===== src/hw/rtl/bcht_pkg.sv =====
`default_nettype none
package bcht_pkg;

    localparam logic [3:0] MODE_REGISTER  = 4'd0;
    localparam logic [3:0] MODE_SET_STATE = 4'd1;
    localparam logic [3:0] MODE_REPORT    = 4'd2;
    localparam logic [3:0] MODE_RECOVERY  = 4'd3;
    localparam logic [3:0] MODE_GLOBAL    = 4'd4;
    localparam logic [3:0] MODE_TICK      = 4'd5;
    localparam logic [3:0] MODE_QUERY     = 4'd6;
    localparam logic [3:0] MODE_INIT      = 4'd7;
    localparam logic [3:0] MODE_SHUTDOWN  = 4'd8;

    localparam logic [2:0] ST_UNINIT  = 3'd0;
    localparam logic [2:0] ST_ACTIVE  = 3'd1;
    localparam logic [2:0] ST_PASSIVE = 3'd2;
    localparam logic [2:0] ST_BUS_OFF = 3'd3;
    localparam logic [2:0] ST_FAILURE = 3'd4;

    localparam logic [1:0] REG_CAN_LIMIT = 2'd0;
    localparam logic [1:0] REG_LIN_LIMIT = 2'd1;
    localparam logic [1:0] REG_CAN_TYPE  = 2'd2;
    localparam logic [1:0] REG_LIN_TYPE  = 2'd3;

    localparam logic [4:0] MAX_EVENTS = 5'd16;

    typedef struct packed {
        logic [3:0]  mode;
        logic [7:0]  chan_type;
        logic [7:0]  chan_id;
        logic [2:0]  wanted_state;
        logic [31:0] now_ms;
        logic        auto_recover;
        logic [31:0] recover_after_ms;
    } t_in;

    typedef struct packed {
        logic        kind;
        logic [7:0]  out_type;
        logic [7:0]  out_id;
        logic [2:0]  link_state;
        logic [31:0] error_total;
        logic        found;
        logic        table_full;
        logic [4:0]  used_slots;
        logic [2:0]  overall_state;
        logic        last;
    } t_out;

    typedef struct packed {
        logic        valid;
        logic [7:0]  chan_type;
        logic [7:0]  chan_id;
        logic [2:0]  state;
        logic [31:0] errors;
        logic [31:0] change_time;
        logic        auto_rec;
        logic [31:0] recover_time;
    } t_rec;

endpackage
`default_nettype wire


===== src/hw/rtl/bcht_cell.sv =====
`default_nettype none
module bcht_cell
    import bcht_pkg::*;
(
    input  wire logic i_clk,
    input  wire logic i_rst_n,
    input  wire logic i_shift,
    input  wire t_rec i_d,
    output t_rec      o_q
);

    t_rec r_q;

    // only the valid bit is control state
    always_ff @(posedge i_clk) begin
        if (!i_rst_n) begin
            r_q.valid <= 1'b0;
        end else if (i_shift) begin
            r_q <= i_d;
        end
    end

    assign o_q = r_q;

endmodule
`default_nettype wire


===== src/hw/rtl/bus_channel_health_table.sv =====
// channel   direction  handshake                    payload
// in        input      i_in_valid / o_in_ready      i_in  (t_in)
// out       output     o_out_valid / i_out_ready    o_out (t_out)
// cfg       input      psel penable pwrite pready    paddr pwdata prdata
//
// one request takes two walks round the ring of CHANNELS cells (lookup, then
// apply), after an idle state that takes it and before a reply state; during
// the walks the ring moves one slot past the head cell per cycle unless stalled
// reset is synchronous and empties the table; no clearing pass is needed
// the apply walk halts while an event waits for the output register to free
`default_nettype none
module bus_channel_health_table
    import bcht_pkg::*;
#(
    parameter int CHANNELS = 16
) (
    input  wire logic        i_clk,
    input  wire logic        i_rst_n,
    input  wire logic        i_in_valid,
    output logic             o_in_ready,
    input  wire t_in         i_in,
    output logic             o_out_valid,
    input  wire logic        i_out_ready,
    output t_out             o_out,
    input  wire logic        psel,
    input  wire logic        penable,
    input  wire logic        pwrite,
    input  wire logic [3:0]  paddr,
    input  wire logic [31:0] pwdata,
    output logic [31:0]      prdata,
    output logic             pready
);

    localparam int IW = (CHANNELS > 1) ? $clog2(CHANNELS) : 1;
    localparam int CW = $clog2(CHANNELS + 1);
    localparam logic [IW-1:0] LAST_IDX = IW'(CHANNELS - 1);

    // controller states
    localparam logic [1:0] S_IDLE  = 2'd0;
    localparam logic [1:0] S_LOOK  = 2'd1;
    localparam logic [1:0] S_APPLY = 2'd2;
    localparam logic [1:0] S_REPLY = 2'd3;

    // configuration registers
    logic [15:0] r_can_limit, r_lin_limit;
    logic [7:0]  r_can_type, r_lin_type;

    assign pready = 1'b1;

    always_ff @(posedge i_clk) begin
        if (!i_rst_n) begin
            r_can_limit <= 16'd255;
            r_lin_limit <= 16'd31;
            r_can_type  <= 8'd0;
            r_lin_type  <= 8'd1;
        end else if (psel && penable && pwrite) begin
            unique case (paddr[3:2])
                REG_CAN_LIMIT: r_can_limit <= pwdata[15:0];
                REG_LIN_LIMIT: r_lin_limit <= pwdata[15:0];
                REG_CAN_TYPE:  r_can_type  <= pwdata[7:0];
                REG_LIN_TYPE:  r_lin_type  <= pwdata[7:0];
            endcase
        end
    end

    always_comb begin
        unique case (paddr[3:2])
            REG_CAN_LIMIT: prdata = {16'd0, r_can_limit};
            REG_LIN_LIMIT: prdata = {16'd0, r_lin_limit};
            REG_CAN_TYPE:  prdata = {24'd0, r_can_type};
            REG_LIN_TYPE:  prdata = {24'd0, r_lin_type};
        endcase
    end

    // controller registers
    logic [1:0]    r_state, n_state;
    t_in           r_req, n_req;
    logic [IW-1:0] r_idx, n_idx;
    logic          r_hit, n_hit;
    logic [IW-1:0] r_sidx, n_sidx;
    logic          r_free, n_free;
    logic [IW-1:0] r_fidx, n_fidx;
    logic [CW-1:0] r_count, n_count;
    logic [4:0]    r_evcnt, n_evcnt;
    logic [2:0]    r_global, n_global;
    logic          r_running, n_running;
    logic          r_rep_found, n_rep_found;
    logic [2:0]    r_rep_state, n_rep_state;
    logic [31:0]   r_rep_errors, n_rep_errors;
    logic          r_out_valid, n_out_valid;
    t_out          r_out, n_out;

    // ring of cells, cell 0 is the head
    t_rec cq [CHANNELS];
    t_rec ring_in;
    logic shift;

    for (genvar g = 0; g < CHANNELS; g++) begin : g_cell
        t_rec d;
        if (g == CHANNELS - 1) begin : g_tail
            assign d = ring_in;
        end else begin : g_mid
            assign d = cq[g + 1];
        end
        bcht_cell u_cell (
            .i_clk   (i_clk),
            .i_rst_n (i_rst_n),
            .i_shift (shift),
            .i_d     (d),
            .o_q     (cq[g])
        );
    end

    t_rec        head, nrec;
    logic        chg, ev_fire, stall, out_free, match;
    logic [2:0]  tgt;
    logic [31:0] errs_inc, elapsed, cnt32;
    logic [4:0]  used5;
    logic        full_flag;

    assign head     = cq[0];
    assign out_free = !r_out_valid || i_out_ready;
    assign match    = head.valid && head.chan_type == r_req.chan_type
                      && head.chan_id == r_req.chan_id;
    assign errs_inc = (head.errors == 32'hFFFF_FFFF) ? head.errors : head.errors + 32'd1;
    assign elapsed  = r_req.now_ms - head.change_time;
    assign cnt32    = 32'(r_count);
    assign used5    = (cnt32 > 32'd31) ? 5'd31 : cnt32[4:0];
    assign full_flag = (r_req.mode == MODE_REGISTER) && !r_hit && !r_free;

    // work on the slot at the head during the apply walk
    always_comb begin
        nrec = head;
        chg  = 1'b0;
        tgt  = head.state;
        unique case (r_req.mode)
            MODE_REGISTER: begin
                if (!r_hit && r_free && r_idx == r_fidx) begin
                    nrec.valid        = 1'b1;
                    nrec.chan_type    = r_req.chan_type;
                    nrec.chan_id      = r_req.chan_id;
                    nrec.state        = ST_ACTIVE;
                    nrec.errors       = 32'd0;
                    nrec.change_time  = 32'd0;
                    nrec.auto_rec     = 1'b0;
                    nrec.recover_time = 32'd0;
                end
            end
            MODE_SET_STATE: begin
                if (r_hit && r_idx == r_sidx && r_req.wanted_state <= ST_FAILURE) begin
                    tgt = r_req.wanted_state;
                    chg = 1'b1;
                end
            end
            MODE_REPORT: begin
                if (r_hit && r_idx == r_sidx) begin
                    nrec.errors = errs_inc;
                    if (r_req.chan_type == r_can_type) begin
                        if (errs_inc > {16'd0, r_can_limit}) begin
                            tgt = ST_BUS_OFF;
                            chg = 1'b1;
                        end
                    end else if (r_req.chan_type == r_lin_type) begin
                        if (errs_inc > {16'd0, r_lin_limit}) begin
                            tgt = ST_PASSIVE;
                            chg = 1'b1;
                        end
                    end else begin
                        tgt = ST_FAILURE;
                        chg = 1'b1;
                    end
                end
            end
            MODE_RECOVERY: begin
                if (r_hit && r_idx == r_sidx) begin
                    nrec.auto_rec     = r_req.auto_recover;
                    nrec.recover_time = r_req.recover_after_ms;
                end
            end
            MODE_GLOBAL: begin
                if (head.valid && r_req.wanted_state <= ST_FAILURE) begin
                    tgt = r_req.wanted_state;
                    chg = 1'b1;
                end
            end
            MODE_TICK: begin
                if (r_running && head.valid && head.auto_rec && head.state == ST_BUS_OFF
                    && elapsed >= head.recover_time) begin
                    nrec.errors = 32'd0;
                    tgt = ST_ACTIVE;
                    chg = 1'b1;
                end
            end
            MODE_SHUTDOWN: nrec.valid = 1'b0;
            default: ;
        endcase
        // equal state is no change
        if (chg && tgt == head.state) begin
            chg = 1'b0;
        end
        if (chg) begin
            nrec.state       = tgt;
            nrec.change_time = r_req.now_ms;
        end
    end

    assign ev_fire = (r_state == S_APPLY) && chg && (r_evcnt < MAX_EVENTS);
    assign stall   = ev_fire && !out_free;
    assign shift   = (r_state == S_LOOK) || ((r_state == S_APPLY) && !stall);
    assign ring_in = (r_state == S_APPLY) ? nrec : head;

    always_comb begin
        n_state      = r_state;
        n_req        = r_req;
        n_idx        = r_idx;
        n_hit        = r_hit;
        n_sidx       = r_sidx;
        n_free       = r_free;
        n_fidx       = r_fidx;
        n_count      = r_count;
        n_evcnt      = r_evcnt;
        n_global     = r_global;
        n_running    = r_running;
        n_rep_found  = r_rep_found;
        n_rep_state  = r_rep_state;
        n_rep_errors = r_rep_errors;
        n_out_valid  = r_out_valid;
        n_out        = r_out;
        if (r_out_valid && i_out_ready) begin
            n_out_valid = 1'b0;
        end
        unique case (r_state)
            S_IDLE: begin
                if (i_in_valid) begin
                    n_req   = i_in;
                    n_idx   = '0;
                    n_hit   = 1'b0;
                    n_free  = 1'b0;
                    n_count = '0;
                    n_evcnt = '0;
                    n_state = S_LOOK;
                end
            end
            S_LOOK: begin
                if (match && !r_hit) begin
                    n_hit  = 1'b1;
                    n_sidx = r_idx;
                end
                if (!head.valid && !r_free) begin
                    n_free = 1'b1;
                    n_fidx = r_idx;
                end
                if (head.valid) begin
                    n_count = r_count + CW'(1);
                end
                n_idx = r_idx + IW'(1);
                if (r_idx == LAST_IDX) begin
                    n_idx        = '0;
                    n_rep_found  = 1'b0;
                    n_rep_state  = ST_UNINIT;
                    n_rep_errors = 32'd0;
                    n_state      = S_APPLY;
                    // globals change before any event of the walk
                    unique case (r_req.mode)
                        MODE_GLOBAL: begin
                            if (r_req.wanted_state <= ST_FAILURE) begin
                                n_global = r_req.wanted_state;
                            end
                        end
                        MODE_INIT: begin
                            n_global  = ST_UNINIT;
                            n_running = 1'b1;
                        end
                        MODE_SHUTDOWN: begin
                            n_global  = ST_UNINIT;
                            n_running = 1'b0;
                        end
                        default: ;
                    endcase
                end
            end
            S_APPLY: begin
                if (!stall) begin
                    if (ev_fire) begin
                        n_evcnt = r_evcnt + 5'd1;
                        n_out_valid = 1'b1;
                        n_out = '{kind: 1'b1, out_type: head.chan_type,
                                  out_id: head.chan_id, link_state: nrec.state,
                                  error_total: nrec.errors, found: 1'b1,
                                  table_full: 1'b0, used_slots: used5,
                                  overall_state: r_global, last: 1'b0};
                    end
                    // reply fields from the addressed slot after its update
                    if ((r_hit && r_idx == r_sidx)
                        || (r_req.mode == MODE_REGISTER && !r_hit && r_free
                            && r_idx == r_fidx)) begin
                        n_rep_found  = nrec.valid;
                        n_rep_state  = nrec.valid ? nrec.state : ST_UNINIT;
                        n_rep_errors = nrec.valid ? nrec.errors : 32'd0;
                    end
                    n_idx = r_idx + IW'(1);
                    if (r_idx == LAST_IDX) begin
                        n_idx = '0;
                        if (r_req.mode == MODE_SHUTDOWN) begin
                            n_count = '0;
                        end else if (r_req.mode == MODE_REGISTER && !r_hit && r_free) begin
                            n_count = r_count + CW'(1);
                        end
                        n_state = S_REPLY;
                    end
                end
            end
            S_REPLY: begin
                if (out_free) begin
                    n_out_valid = 1'b1;
                    n_out = '{kind: 1'b0, out_type: r_req.chan_type,
                              out_id: r_req.chan_id, link_state: r_rep_state,
                              error_total: r_rep_errors, found: r_rep_found,
                              table_full: full_flag, used_slots: used5,
                              overall_state: r_global, last: 1'b1};
                    n_state = S_IDLE;
                end
            end
        endcase
    end

    always_ff @(posedge i_clk) begin
        r_req        <= n_req;
        r_idx        <= n_idx;
        r_hit        <= n_hit;
        r_sidx       <= n_sidx;
        r_free       <= n_free;
        r_fidx       <= n_fidx;
        r_count      <= n_count;
        r_evcnt      <= n_evcnt;
        r_rep_found  <= n_rep_found;
        r_rep_state  <= n_rep_state;
        r_rep_errors <= n_rep_errors;
        r_out        <= n_out;
        if (!i_rst_n) begin
            r_state     <= S_IDLE;
            r_global    <= ST_UNINIT;
            r_running   <= 1'b0;
            r_out_valid <= 1'b0;
        end else begin
            r_state     <= n_state;
            r_global    <= n_global;
            r_running   <= n_running;
            r_out_valid <= n_out_valid;
        end
    end

    assign o_in_ready  = (r_state == S_IDLE);
    assign o_out_valid = r_out_valid;
    assign o_out       = r_out;

    // a waiting result is never dropped by the controller
    a_out_hold: assert property (@(posedge i_clk) disable iff (!i_rst_n)
        r_out_valid && !i_out_ready |=> r_out_valid)
        else $error("pending result lost");

    // event budget per request
    a_ev_budget: assert property (@(posedge i_clk) disable iff (!i_rst_n)
        r_evcnt <= MAX_EVENTS)
        else $error("event count overrun");

    // a stalled apply walk keeps its position
    a_stall_idx: assert property (@(posedge i_clk) disable iff (!i_rst_n)
        (r_state == S_APPLY) && stall |=> $stable(r_idx) && (r_state == S_APPLY))
        else $error("ring moved during stall");

    // only the status reply closes a request
    a_last_kind: assert property (@(posedge i_clk) disable iff (!i_rst_n)
        r_out_valid |-> (r_out.last == !r_out.kind))
        else $error("last flag on an event");

endmodule
`default_nettype wire


===== config.mk =====
export PLATFORM = sky130hd
export DESIGN_NAME = bus_channel_health_table
export DESIGN_NICKNAME = d
export VERILOG_FILES = /design/src/hw/rtl/bcht_pkg.sv /design/src/hw/rtl/bcht_cell.sv /design/src/hw/rtl/bus_channel_health_table.sv
export SDC_FILE = /design/constraint.sdc
export NUM_CORES = 2
export LEC_CHECK = 0
export BUFFER_PORTS_ARGS = -buffer_cell sky130_fd_sc_hd__buf_2
export CORE_UTILIZATION = 60
export CTS_CLUSTER_DIAMETER = 80
export DETAILED_ROUTE_END_ITERATION = 8
export PLACE_DENSITY = 0.87
export SLEW_MARGIN = 5
export SYNTH_ARGS = -nofsm -noshare
export SYNTH_HDL_FRONTEND = slang
export SYNTH_SLANG_ARGS = --single-unit

===== constraint.sdc =====
create_clock -name i_clk -period 129.5 [get_ports i_clk]
set_input_delay 25.9 -clock i_clk [delete_from_list [all_inputs] [get_ports i_clk]]
set_output_delay 25.9 -clock i_clk [all_outputs]
set_load 0.02 [all_outputs]

Word-level counts from Yosys, hierarchy flattened
Index checks and enable logic that the tools add are counted.
{"block": "classes", "n_eq_ne": 35, "magnitude_cmp": 6, "mux": 85, "reduce_logical": 63, "add_sub_neg": 5}
{"operator": "2-to-1 mux 32 bit", "count": 9}
{"operator": "2-to-1 mux 117 bit", "count": 2}
{"operator": "2-to-1 mux 63 bit", "count": 3}
{"operator": "case mux 32 bit (4 select lines)", "count": 1}
{"operator": "case mux 63 bit (2 select lines)", "count": 1}
{"operator": "case mux 32 bit (3 select lines)", "count": 1}
{"operator": "case mux 33 bit (2 select lines)", "count": 1}
{"operator": "> comparator 32 x 16 -> 1 bit", "count": 2}
{"operator": "case mux 32 bit (2 select lines)", "count": 1}
{"operator": "2-to-1 mux 5 bit", "count": 9}
{"operator": "2-to-1 mux 3 bit", "count": 14}
{"operator": "2-to-1 mux 33 bit", "count": 1}
{"operator": "adder 32 x 1 -> 32 bit, second input constant", "count": 1}
{"operator": "== test 32 bit, second input constant", "count": 1}
{"operator": "== test 8 bit", "count": 4}
{"operator": "greater-or-equal comparator 32 bit", "count": 1}
{"operator": "subtractor 32 bit", "count": 1}
{"operator": "logical AND 1 bit", "count": 25}
{"operator": "2-to-1 mux 1 bit", "count": 19}
{"operator": "2-to-1 mux 19 bit", "count": 1}
{"operator": "AND reduction 2 bit", "count": 8}
{"operator": "AND reduction 4 bit", "count": 4}
{"operator": "case mux 5 bit (3 select lines)", "count": 1}
{"operator": "== test 4 x 3 -> 1 bit, second input constant", "count": 3}
{"operator": "other kinds (35)", "count": 80}
{"block": "word_totals", "wordCells": 357, "ff_bits": 2138, "in_bits": 131}

Logic depth before layout (Yosys ltp)
{"block": "logic_depth", "word_depth": 18, "ltp_mapped": 29, "ltp_nobuf": 27}

By module
A second synthesis with hierarchy kept.
{"block": "hier_totals", "cells_unflattened": 3729, "hier_area_um2": 73783.3}
{"module": "bcht_cell", "area_each_um2": 3527.1, "seq_area_each_um2": 3503.4, "n_inst": 16, "cells_per_inst": 120}
{"module": "bus_channel_health_table", "area_each_um2": 17349.1, "seq_area_each_um2": 7437.1, "n_inst": 1, "cells_per_inst": 1809}

Least setup slack after synthesis
Ideal clock, no wire load.
{"block": "synth_path", "path_type": "input port to flip-flop", "start": "input port i_rst_n", "end": "register g_cell[0].u_cell.r_q (netlist bit g_cell[0].u_cell.o_q[0]) (enable)", "t_arrival_ns": 115.158, "setup_time_ns": 4.717, "slack_ns": 9.625, "cell_stages": 3, "path_cell_list": "clkbuf_1 -> o21ai_0 -> a21oi_1"}
{"block": "synth_between", "elab_chain_len": 1}
{"item": "start, declared", "line": "bus_channel_health_table.sv:18", "rtl": "input wire logic i_rst_n,"}
{"item": "AND reduction 2 bit (no line)"}
{"item": "end signal, assigned", "line": "bcht_cell.sv:19", "rtl": "r_q <= i_d;"}
{"item": "end, declared", "line": "bcht_cell.sv:12", "rtl": "t_rec r_q;"}
No other way between the ends.
A chain may end at the register's enable or synchronous reset.

Final worst setup path
{"block": "layout_path", "start": "input port paddr[2]", "end": "output port prdata[1]"}
{"block": "layout_between", "elab_chain_len": 2}
{"item": "start, declared", "line": "bus_channel_health_table.sv:28", "rtl": "input wire logic [3:0] paddr,"}
{"item": "== test 2 bit (tied with other cells)", "line": "bus_channel_health_table.sv:67", "rtl": "unique case (paddr[3:2])"}
{"item": "case mux 32 bit (4 select lines) *", "line": "bus_channel_health_table.sv:67"}
{"item": "end, declared", "line": "bus_channel_health_table.sv:30", "rtl": "output logic [31:0] prdata,"}
Mark *: on every way between the ends. The rest lies on a longest branch, timed or not. The select of a mux whose other input is x is not followed.

==> summary by stage <==
STA
On the final layout, the worst hold slack is 0.395 ns. In this run the tightest slew margin relative to its limit is 0.184. Setup repair after global routing left no endpoint under its margin. For the pin with the worst max-slew slack, the measured transition is around 1.2 ns. Static timing analysis puts the maximum clock frequency at between 15 and 20 MHz. The sum of negative setup slack is 0 ns. The final period demand of the worst path is 53.20 ns. The clock skew after layout is 0.0505 ns. Of the available clock period, the critical path in the final layout requires 0.411.

The final worst setup slack is 76.30 ns. Setup violations remaining at the end of the flow were counted as 0. The count of endpoints failing hold in the final timing report is 0.

The number of max-slew violations in the final report came to 0.

Clock tree
The root buffer cell chosen for the clock tree is sky130_fd_sc_hd__clkbuf_16. TritonCTS built the clock tree. The number of setup buffers added after CTS is 0. Clock-pin slew was measured on the worst setup and hold paths at 0.06 ns.

The cts-stage hold buffer count is 0. The H-tree depth reported by CTS is 4. The CTS buffer count is roughly 190. The worst-skew pair later-pin latency is 0.82 ns. In this run, post-CTS repair resized a total of 0 instances. CTS saw 2,138 sinks.

The maximum count of clock buffers along a single path is 3.

Die
The initial utilization of the core area, before any placement, comes to 0.606. The horizontal extent of the die is 353 um. The die covers 125,000 um^2.

The number of placement rows is between 100 and 150. The floorplan step set the die height to 353 um. During I/O placement, the number of pins put on the boundary was 229. The core outline area is 122,000 um^2.

Critical path
The cell occurring most often along the worst timing path is sky130_fd_sc_hd__buf_2. Of all nets on the critical path, the largest fanout is 22. By startpoint and endpoint, the worst setup path is classified as in2out. STA puts the critical path data arrival time at approximately 27 ns. The largest incremental delay on the critical path is 0.64 ns. Walking the worst path, the cells encountered are buf_2, mux4_2, buf_2. The worst setup path is captured at a primary output. The kind of cell adding the most delay to the critical path is buffers and inverters. The library cell contributing the largest single delay on the critical path is sky130_fd_sc_hd__mux4_2. Data on the critical path is required at its endpoint by 103.60 ns. STA classifies the critical path startpoint as a primary input. The count of buffer and inverter cells on the critical path is 2.

Synth
The post-synthesis sequential area ratio is 0.859. The distinct cell type count of the synthesized netlist is 78. Counting flops and latches in the post-synthesis netlist gives 2,138. The post-synthesis instance area is 73,900 um^2. The number of enable flip-flop cells after synthesis is just over 2,000. The async set or reset register ratio after synthesis is 0. Counting every instance in the synthesized netlist gives between 3,000 and 4,000. The synthesized area per cell is 19.7 um^2. For this run, the number of Yosys warnings is 0. The most instantiated flip-flop cell in the synthesis netlist is sky130_fd_sc_hd__edfxtp_1.

Power and ir drop
Across the VDD grid, the largest voltage drop is 0.0153 mV. Power spread over the standard cell area amounts to ~23 nW/um^2. The standby leakage power is approximately 28 nW. Power comes to 0.00188 W.

Detailed routing
The highest metal layer carrying signal wires in the routed design is met5. The length of the first detailed-routing pass in iterations is 6. The first-iteration detailed-routing DRC count is 5,487.

In the routed design, unresolved DRC markers number 0. After detailed routing, the number of vias per cell comes to 6.11. After detailed routing, the average wire length per cell comes to 25.6 um. The met2 wirelength from detailed routing is between 60,000 and 70,000 um.

The final routed wirelength across all metal layers is 150,000 um. The routed length on met3 is 14,500 um. The count of nets left with antenna violations once routing finished came out at 0. For this block, wires on met1 add up to roughly 60,000 um. The routed via count is between 30,000 and 40,000.

Global route
Entering global routing, the biggest net connects 209 pins. The overall overflow remaining after global route is 0. The global-route usage over all layers is 0.239. The number of global-route vias before repair is 34,984.

The initial antenna violation count is 19. The wire length of the first global-routing pass is about 220,000 um.

Flow run
Across the run, the number of max-cap violations was 0.

Status
The flow ran to the end, and the final reports show no timing, DRC or antenna violations.

Hold path
The type of the worst min-delay path is reg2reg.

Cells and area
The layout-stage area growth over the synthesis result is 12.1%. In the final layout, the share of cells above drive strength 1 is 0.139. The final cell utilization of the core is 0.679. The number of nets in the finished design is 4,302.

Placement
The congestion estimate from routability-driven global placement came to just under 0.9. The count of port buffers added during placement is 193. The wire-length estimate of the detail-placed layout is 81,200 um. At the placement stage, the worst setup path has a slack of 76.32 ns.
==> kinds of logic after synthesis <==
kind of cell    after synthesis  synth area share
other cells                   2          0.000102
buf+inv                     265            0.0151
xor+xnor                     92            0.0109
fa+ha+maj                   105            0.0179
compound gates              525            0.0488
flops                      2138             0.859
mux                          74            0.0120
simple gates                555            0.0364
==> Yosys cell counts (all sizes together), types with 8 or more instances <==
master  count  share of area
a21o       35         0.0036
inv       128         0.0065
nor3       34         0.0024
nor4       17         0.0020
nand3      43         0.0030
o31ai      14         0.0017
dfxtp      71          0.019
xnor2      53         0.0063
clkbuf     93         0.0047
mux4        8         0.0024
a311oi     17         0.0020
and2       27         0.0023
and3       18         0.0015
nand2     158         0.0080
a41oi      21         0.0025
xor2       39         0.0046
mux2       37         0.0056
mux2i      29         0.0039
o21ai      69         0.0047
o21bai      9        0.00091
nor2b      17         0.0014
edfxtp   2067           0.84
nand2b     10        0.00085
o211ai     19         0.0019
ha        104          0.018
nand4      45         0.0039
a31oi      46         0.0039
a22o       71         0.0084
o311ai     16         0.0019
nor2      154         0.0078
a211oi     16         0.0016
or3        11        0.00093
buf        44         0.0039
a21oi     135         0.0092
o21a       13         0.0013
==> final timing paths <==
| kind | startpoint | end | slack, ns | cells after the start |
|---|---|---|---|---|
| hold / removal | g_cell[9].u_cell.o_q[15] | g_cell[8].u_cell.o_q[15] | 0.40 | 0 |
| hold reg to reg | g_cell[9].u_cell.o_q[15] | g_cell[8].u_cell.o_q[15] | 0.40 | 0 |
| setup / recovery | paddr[2] | prdata[1] | 76.30 | 3 |
| setup reg to reg | g_cell[0].u_cell.o_q[82] | g_cell[3].u_cell.o_q[5] | 113.93 | 27 |
==> state kept, by name (all words and copies together), names as in the netlist, 4 cells and up <==
register and flops:
r_evcnt 5, g_cell.u_cell.o_q 1872, r_lin_type 8, r_can_type 8, r_idx 4, r_lin_limit 16, r_sidx 4, r_can_limit 16
r_req 88, r_fidx 4, r_count 5, r_rep_errors 32, o_out 63
==> power by group <==
group	internal [W]	switching (W)
registers	0.00100	0.0000768
logic	0.0000641	0.000179
clock network	0.000299	0.000256
total	0.00137	0.000512
==> metrics by stage <==
stage / instances / instance area, um^2
2_1_floorplan: 3771 / 74000
3_3_place_gp: 5495 / 76800
3_5_place_dp: 5495 / 76800
4_1_cts: 5858 / 82900
5_1_grt: 5860 / 82900
6_report: 5867 / 82900
==> layer usage <==
metal,vias up,global-route usage
li1,15301,-
met1,17748,0.338
met2,2315,0.365
met3,493,0.0572
met4,18,0.0973
met5,-,0
==> placed cells by master (no fill, tap or decap), types with 16 or more instances in the layout <==
master / instances
sky130_fd_sc_hd__clkbuf_1: 39
sky130_fd_sc_hd__inv_1: 127
sky130_fd_sc_hd__clkbuf_16: 195
sky130_fd_sc_hd__o211ai_1: 19
sky130_fd_sc_hd__a31oi_1: 46
sky130_fd_sc_hd__o21ai_0: 69
sky130_fd_sc_hd__xor2_1: 39
sky130_fd_sc_hd__and2_1: 24
sky130_fd_sc_hd__edfxtp_1: 2067
sky130_fd_sc_hd__nand3_1: 42
sky130_fd_sc_hd__clkinv_1: 45
sky130_fd_sc_hd__nor3_1: 32
sky130_fd_sc_hd__xnor2_1: 53
sky130_fd_sc_hd__o311ai_0: 16
sky130_fd_sc_hd__nand2_1: 158
sky130_fd_sc_hd__and3_1: 18
sky130_fd_sc_hd__nor2_1: 154
sky130_fd_sc_hd__mux2i_1: 29
sky130_fd_sc_hd__buf_2: 193
sky130_fd_sc_hd__buf_4: 41
sky130_fd_sc_hd__mux2_2: 37
sky130_fd_sc_hd__a311oi_1: 17
sky130_fd_sc_hd__clkinv_2: 40
sky130_fd_sc_hd__nor2b_1: 17
sky130_fd_sc_hd__a21oi_1: 132
sky130_fd_sc_hd__nand4_1: 44
sky130_fd_sc_hd__conb_1: 17
sky130_fd_sc_hd__ha_1: 102
sky130_fd_sc_hd__a22o_1: 71
sky130_fd_sc_hd__dfxtp_1: 71
sky130_fd_sc_hd__a21o_1: 35
sky130_fd_sc_hd__a211oi_1: 16
sky130_fd_sc_hd__a41oi_1: 21
==> final cells by class <==
| class | instances | area (um^2) |
|---|---|---|
| Sequential cell | 2138 | 63500 |
| Fill cell | 7035 | 39100 |
| Multi-Input combinational cell | 1368 | 9450 |
| Clock buffer | 237 | 5070 |
| Tap cell | 1625 | 2030 |
| Timing Repair Buffer | 236 | 1310 |
| Clock inverter | 126 | 1030 |
| Inverter | 128 | 480 |
| Antenna cell | 9 | 22.5 |
No activity file was read; power rests on OpenSTA's default activity.
